$ cat src/rtl/bhq_pkg.sv
// Shared types, constants and helpers for the binary min-heap queue.
package bhq_pkg;

	localparam int CAPACITY = 64;
	localparam int KEY_W = 32;
	localparam int PAYLOAD_W = 16;
	localparam int CNT_W = $clog2(CAPACITY + 1);
	localparam int POS_W = CNT_W;
	localparam int KID_W = POS_W + 1;
	localparam int ADDR_W = $clog2(CAPACITY);
	localparam logic [CNT_W-1:0] CAP_CNT = CNT_W'(CAPACITY);

	localparam logic OP_INSERT = 1'b0;
	localparam logic OP_POP = 1'b1;

	typedef enum logic [1:0] {
		STATUS_OK,
		STATUS_FULL,
		STATUS_EMPTY
	} status_t;

	typedef enum logic [2:0] {
		ST_IDLE,
		ST_INS_CMP,
		ST_POP_LAST,
		ST_POP_L,
		ST_POP_R,
		ST_FIN,
		ST_DONE
	} state_t;

	typedef struct packed {
		logic [KEY_W-1:0] key;
		logic [PAYLOAD_W-1:0] payload;
	} entry_t;

	typedef struct packed {
		logic op;
		logic [KEY_W-1:0] new_key;
		logic [PAYLOAD_W-1:0] new_payload;
	} req_t;

	typedef struct packed {
		logic [KEY_W-1:0] top_key;
		logic [PAYLOAD_W-1:0] top_payload;
		logic [CNT_W-1:0] entry_count;
		logic [KEY_W-1:0] popped_key;
		logic [PAYLOAD_W-1:0] popped_payload;
		status_t status;
	} res_t;

	// Heap positions run from 1 to CAPACITY; the memory is addressed from 0.
	function automatic logic [ADDR_W-1:0] pos_to_addr(input logic [POS_W-1:0] pos);
		logic [POS_W-1:0] a;
		a = pos - POS_W'(1);
		return a[ADDR_W-1:0];
	endfunction

endpackage

$ cat src/rtl/bhq_ram.sv
// Generic simple dual-port RAM with one write port and a registered read port.
module bhq_ram #(
	parameter int WIDTH = 8,
	parameter int DEPTH = 16
) (
	input  logic                     clk,
	input  logic                     we,
	input  logic [$clog2(DEPTH)-1:0] waddr,
	input  logic [WIDTH-1:0]         wdata,
	input  logic [$clog2(DEPTH)-1:0] raddr,
	output logic [WIDTH-1:0]         rdata
);

	logic [WIDTH-1:0] mem [DEPTH];

	always_ff @(posedge clk) begin
		if (we) begin
			mem[waddr] <= wdata;
		end
		rdata <= mem[raddr];
	end

endmodule

$ cat src/rtl/binary_min_heap_queue.sv
// Top level of the binary min-heap priority queue core.
//
// Usage: present a request on req and raise start; the transaction is taken at
// the rising edge where start is high and busy is low. An insert (op 0) adds
// new_key/new_payload; a pop (op 1) removes the entry with the smallest key.
// Exactly one result follows each request: it sits on res for one cycle while
// done is high, and the receiver takes it at that edge without any way to stall.
// busy stays high from the accepting edge through the done cycle, so one request
// is in flight at a time.
// The heap lives in one memory with a registered read port, and every level
// of a sift costs a read-compare-write. An insert compares with the parent
// once for each level climbed. A pop first reads the last entry, then for
// each level reads the left child and any right child and compares them,
// and a sift that reaches the root or a leaf ends with one extra write.
// Refused and trivial requests (full insert, empty pop, pop of the last
// entry, insert into an empty heap) go straight from idle to done.
// The root entry is mirrored in a register, so the top fields need no extra read.
// Reset clears the entry count and the controller; the memory is not cleared
// and needs no clearing pass, since only occupied positions are ever read.
module binary_min_heap_queue_core (
	input  logic          clk,
	input  logic          arst_n,
	input  logic          start,
	output logic          busy,
	input  bhq_pkg::req_t req,
	output logic          done,
	output bhq_pkg::res_t res
);

	bhq_pkg::state_t state_q, state_d;
	logic [bhq_pkg::CNT_W-1:0] count_q, count_d;
	logic [bhq_pkg::POS_W-1:0] pos_q, pos_d;
	logic [bhq_pkg::KID_W-1:0] kid_q, kid_d;
	bhq_pkg::entry_t mov_q, mov_d;
	bhq_pkg::entry_t left_q, left_d;
	bhq_pkg::entry_t root_q;
	bhq_pkg::entry_t popped_q, popped_d;
	bhq_pkg::status_t status_q, status_d;

	logic we;
	logic [bhq_pkg::ADDR_W-1:0] waddr, raddr;
	bhq_pkg::entry_t wdata, rdata;

	bhq_ram #(
		.WIDTH($bits(bhq_pkg::entry_t)),
		.DEPTH(bhq_pkg::CAPACITY)
	) u_ram (
		.clk(clk),
		.we(we),
		.waddr(waddr),
		.wdata(wdata),
		.raddr(raddr),
		.rdata(rdata)
	);

	logic take_right, decide;
	bhq_pkg::entry_t cand;
	logic [bhq_pkg::KID_W-1:0] cand_pos, next_kid, kid_inc, count_ext;
	logic [bhq_pkg::POS_W-1:0] new_pos, up_pos;

	always_comb begin
		state_d = state_q;
		count_d = count_q;
		pos_d = pos_q;
		kid_d = kid_q;
		mov_d = mov_q;
		left_d = left_q;
		popped_d = popped_q;
		status_d = status_q;
		we = 1'b0;
		waddr = '0;
		wdata = mov_q;
		raddr = '0;

		count_ext = {1'b0, count_q};
		kid_inc = kid_q + bhq_pkg::KID_W'(1);
		new_pos = count_q + bhq_pkg::POS_W'(1);
		up_pos = pos_q >> 1;
		take_right = (state_q == bhq_pkg::ST_POP_R) && (left_q.key > rdata.key);
		if (state_q == bhq_pkg::ST_POP_L || take_right) begin
			cand = rdata;
		end else begin
			cand = left_q;
		end
		cand_pos = take_right ? kid_inc : kid_q;
		next_kid = {cand_pos[bhq_pkg::POS_W-1:0], 1'b0};
		decide = 1'b0;

		case (state_q)
			bhq_pkg::ST_IDLE: begin
				if (start) begin
					popped_d = '0;
					status_d = bhq_pkg::STATUS_OK;
					state_d = bhq_pkg::ST_DONE;
					if (req.op == bhq_pkg::OP_INSERT) begin
						if (count_q == bhq_pkg::CAP_CNT) begin
							status_d = bhq_pkg::STATUS_FULL;
						end else begin
							count_d = new_pos;
							pos_d = new_pos;
							mov_d = '{key: req.new_key, payload: req.new_payload};
							if (new_pos == bhq_pkg::POS_W'(1)) begin
								we = 1'b1;
								waddr = bhq_pkg::pos_to_addr(new_pos);
								wdata = '{key: req.new_key, payload: req.new_payload};
							end else begin
								raddr = bhq_pkg::pos_to_addr(new_pos >> 1);
								state_d = bhq_pkg::ST_INS_CMP;
							end
						end
					end else begin
						if (count_q == '0) begin
							status_d = bhq_pkg::STATUS_EMPTY;
						end else begin
							popped_d = root_q;
							count_d = count_q - bhq_pkg::CNT_W'(1);
							if (count_q != bhq_pkg::CNT_W'(1)) begin
								raddr = bhq_pkg::pos_to_addr(count_q);
								state_d = bhq_pkg::ST_POP_LAST;
							end
						end
					end
				end
			end
			bhq_pkg::ST_INS_CMP: begin
				we = 1'b1;
				waddr = bhq_pkg::pos_to_addr(pos_q);
				if (rdata.key > mov_q.key) begin
					// Parent moves down one level; keep climbing or place at the root.
					wdata = rdata;
					pos_d = up_pos;
					if (up_pos == bhq_pkg::POS_W'(1)) begin
						state_d = bhq_pkg::ST_FIN;
					end else begin
						raddr = bhq_pkg::pos_to_addr(up_pos >> 1);
					end
				end else begin
					wdata = mov_q;
					state_d = bhq_pkg::ST_DONE;
				end
			end
			bhq_pkg::ST_POP_LAST: begin
				mov_d = rdata;
				pos_d = bhq_pkg::POS_W'(1);
				kid_d = bhq_pkg::KID_W'(2);
				if (bhq_pkg::KID_W'(2) <= count_ext) begin
					raddr = bhq_pkg::pos_to_addr(bhq_pkg::POS_W'(2));
					state_d = bhq_pkg::ST_POP_L;
				end else begin
					we = 1'b1;
					waddr = bhq_pkg::pos_to_addr(bhq_pkg::POS_W'(1));
					wdata = rdata;
					state_d = bhq_pkg::ST_DONE;
				end
			end
			bhq_pkg::ST_POP_L: begin
				left_d = rdata;
				if (kid_q < count_ext) begin
					raddr = bhq_pkg::pos_to_addr(kid_inc[bhq_pkg::POS_W-1:0]);
					state_d = bhq_pkg::ST_POP_R;
				end else begin
					decide = 1'b1;
				end
			end
			bhq_pkg::ST_POP_R: begin
				decide = 1'b1;
			end
			bhq_pkg::ST_FIN: begin
				we = 1'b1;
				waddr = bhq_pkg::pos_to_addr(pos_q);
				wdata = mov_q;
				state_d = bhq_pkg::ST_DONE;
			end
			bhq_pkg::ST_DONE: begin
				state_d = bhq_pkg::ST_IDLE;
			end
			default: begin
				state_d = bhq_pkg::ST_IDLE;
			end
		endcase

		// Sift-down step: the moving entry stops only where its smaller child is strictly greater.
		if (decide) begin
			we = 1'b1;
			waddr = bhq_pkg::pos_to_addr(pos_q);
			if (cand.key > mov_q.key) begin
				wdata = mov_q;
				state_d = bhq_pkg::ST_DONE;
			end else begin
				wdata = cand;
				pos_d = cand_pos[bhq_pkg::POS_W-1:0];
				kid_d = next_kid;
				if (next_kid <= count_ext) begin
					raddr = bhq_pkg::pos_to_addr(next_kid[bhq_pkg::POS_W-1:0]);
					state_d = bhq_pkg::ST_POP_L;
				end else begin
					state_d = bhq_pkg::ST_FIN;
				end
			end
		end
	end

	always_ff @(posedge clk or negedge arst_n) begin
		if (!arst_n) begin
			state_q <= bhq_pkg::ST_IDLE;
			count_q <= '0;
		end else begin
			state_q <= state_d;
			count_q <= count_d;
		end
	end

	always_ff @(posedge clk) begin
		pos_q <= pos_d;
		kid_q <= kid_d;
		mov_q <= mov_d;
		left_q <= left_d;
		popped_q <= popped_d;
		status_q <= status_d;
		if (we && waddr == '0) begin
			root_q <= wdata;
		end
	end

	assign busy = (state_q != bhq_pkg::ST_IDLE);
	assign done = (state_q == bhq_pkg::ST_DONE);

	always_comb begin
		res.top_key = (count_q != '0) ? root_q.key : '0;
		res.top_payload = (count_q != '0) ? root_q.payload : '0;
		res.entry_count = count_q;
		res.popped_key = popped_q.key;
		res.popped_payload = popped_q.payload;
		res.status = status_q;
	end

endmodule

$ cat config.mk
export PLATFORM = sky130hd
export DESIGN_NAME = binary_min_heap_queue_core
export DESIGN_NICKNAME = d
export VERILOG_FILES = /design/src/rtl/bhq_pkg.sv /design/src/rtl/bhq_ram.sv /design/src/rtl/binary_min_heap_queue.sv
export SDC_FILE = /design/constraint.sdc
export NUM_CORES = 2
export LEC_CHECK = 0
export BUFFER_PORTS_ARGS = -buffer_cell sky130_fd_sc_hd__clkbuf_2
export CAP_MARGIN = 15
export CORE_MARGIN = 2
export CORE_UTILIZATION = 34
export CTS_CLUSTER_SIZE = 25
export DETAILED_ROUTE_END_ITERATION = 12
export GPL_TIMING_DRIVEN = 0
export RECOVER_POWER = 25
export SLEW_MARGIN = 20
export SYNTH_ARGS = -nofsm -noshare
export SYNTH_HDL_FRONTEND = slang
export SYNTH_SLANG_ARGS = --single-unit
$ cat constraint.sdc
create_clock -name clk -period 14.5 [get_ports clk]
set_clock_uncertainty 0.15 [all_clocks]
set_input_delay 1.45 -clock clk [delete_from_list [all_inputs] [get_ports clk]]
set_output_delay 1.45 -clock clk [all_outputs]
set_load 0.02 [all_outputs]
==> metrics.yaml <==
outcome:
  outcome: "finished with violations"
  violations: "max-capacitance violations, max-slew violations"
sta:
  fin_crit_sh: 0.840
  worst-slew-pin-transition_ns: 2.83
  maxSlewViolCount: 760
  max_freq_ghz: 0.0821
  finalSetupViolCount: 0
  finalHoldViolCount: 0
  finalCriticalPeriod_ns: 12.18
  setup_ws_ns: 2.32
  slew_headroom: -0.887
  rsz0062_at_grt: "false"
global_route:
  grt_pass1_wl_um: 606000
  track_usage: 0.209
  grt_max_degree: 66
  grt_overflow_total: 0
  first_global_vias: 83800
  antenna_found_initial: 61
cts:
  ctsResizeCount: 0
  cts_hold_buf: 0
  cts_tree: "yes"
  insertion_delay_ns: 0.93
  clk_pin_slew_worst_paths_ns: 0.06
  h-tree-depth: 5
  cts_setup_buffers: 0
  numCtsBuffers: 340
  cts_sinks: 3339
  root_buffer: "clkbuf_16"
  clockBufferDepth: 4
min_path:
  worstHoldPathType: "reg -> reg"
  whs_path_depth: 0
  min_from: "u_ram.rdata[12]"
critical_path:
  ff2ff_path_depth: 27
  rrSetupSlack_ns: 2.32
  path_max_fanout: 11
  path_class: "reg -> reg"
  start_kind: "flop"
  cp-startpoint: "u_ram.rdata[31]"
  arrival_ns: 12.74
  crit_path_end_kind: "flop"
  cp_slowest_cell: "nor4_1"
  r2r_start: "u_ram.rdata[31]"
  slowest_delay_ns: 1.07
  worstPathRequired_ns: 15.06
cells_and_area:
  syn_to_final_growth_pct: 16.6
  final_common_cell: "edfxtp_1"
  drive_gt1_frac: 0.0971
  n_fill_cell: 36000
  layout_common_cells: "edfxtp_1, nand2_1, clkbuf_1, mux2i_1, a21oi_1"
  register_area_um2: 99600
  fin_area_um2: 157000
  multiInputGateArea_um2: 33000
  fin_util: 0.398
  finalNetCount: 10300
  final_cells: 15700
synthesis:
  syn_inst: 9438
  synth_area_um2: 135000
  ys_ff_latch: 3339
  ys_async_sr_fraction: 0.00299
  synth_ff_type: "edfxtp_1"
  synthDistinctLibCells: 82
  ys.warnings.count: 0
  syn-num-nets: 9609
  synth-edff-count: 3266
  seq_area_frac_synth: 0.738
  syn_avg_cell_area_um2: 14.3
detailed_routing:
  vias_per_cell: 5.54
  antenna_left: 0
  drcViolationCount: 0
  wl_per_cell_um: 27.6
  drt_iter0_markers: 11600
  drt_pass1_iterations: 9
  num_vias: 87000
  wl_um: 433000
flow_run:
  maxCapViolations: 36
floorplanning:
  initial_utilization: 0.341
  num_rows: 231
  coreArea_um2: 396000
  die-area_um2: 402000
  fp.dieH_um: 634
  die_w_um: 634
  ios: 159
placed_design:
  hpwl_um: 320000
  io_buffers: 158
  dp_slack_ns: 2.64
  dp_cells: 15100
  place_area_um2: 148000
  place_congestion: 0.941
==> logic make-up (layout without fill, tap and decap cells) <==
kind of cell,after synthesis,in the layout,synth area share
buffers and inverters,750,1733,0.0234
and+or+nand+nor,2643,2643,0.0867
DFF,3339,3339,0.738
muxes,581,581,0.0432
xor gates and xnor gates,34,34,0.00231
AOI/OAI and AO/OA,1972,1972,0.0957
other,0,28,0
adders and majority gates,119,119,0.0110
==> sequential cells by signal, indices dropped and copies added (netlist names) <==
name / count
u_ram.rdata: 48
kid_q: 8
state_q: 3
res: 48
status_q: 2
root_q: 48
left_q: 48
u_ram.mem: 3072
count_q: 7
pos_q: 7
mov_q: 48
==> critical path: cells and delay by family (launching register included) <==
family | cells | cell delay [ns]
flip-flops | 1 | 0.47
AO/OA/AOI/OAI | 9 | 3.02
adder cells (fa/ha/maj) | 2 | 0.71
buffers and inverters | 7 | 3.88
AND/OR/NAND/NOR | 9 | 3.61
==> stage by stage <==
step,hold WS (ns),setup TNS (ns)
2_1_floorplan,0.280,0
3_3_place_gp,0.297,-324.40
3_5_place_dp,0.293,0
4_1_cts,0.253,0
5_1_grt,0.331,0
6_report,0.306,0
==> cell type report <==
cell class | instances | share of cell area
well taps | 5242 | 0.0417
diodes | 28 | 0.000445
inverters | 94 | 0.00225
clock inverters | 192 | 0.0106
multi-input cells | 5349 | 0.210
clock buffers | 409 | 0.0571
plain buffers | 656 | 0.0179
repair buffers | 382 | 0.0275
flip-flops and latches | 3339 | 0.633
==> final timing paths <==
kind,to
max,u_ram.rdata[2]
min,left_q[12]
max reg2reg,u_ram.rdata[2]
min reg2reg,left_q[12]
max in group asynchronous,count_q[4]
min in group asynchronous,state_q[2]
==> layer usage <==
metal  vias up  track usage  part of all wire  routed length, um
met1     43800        0.281              0.40             174000
met3       683       0.0394             0.099              42900
met5         -            0           0.00016                 69
met2      4646        0.330              0.46             197000
met4        10       0.0893             0.045              19400
li1      37800            -                 -                  -
==> synth_stat cells (all sizes together) (58+ instances only) <==
library cell / n / area, um^2
buf: 198 / 1090
mux2i: 579 / 5800
o22ai: 104 / 651
nand3: 284 / 1430
a31oi: 197 / 1250
edfxtp: 3266 / 98100
and2: 58 / 363
a22oi: 153 / 1150
nand2: 1616 / 6070
nor2: 213 / 802
a32oi: 99 / 867
inv: 94 / 353
ha: 119 / 1490
a21oi: 507 / 2540
a221oi: 192 / 1680
dfxtp: 63 / 1260
clkbuf: 458 / 1720
and3: 336 / 2100
o21ai: 400 / 2010
Power is left out: the tool's default activity adds up to more than one toggle a clock period on the data nets, which glitch-free logic cannot reach.
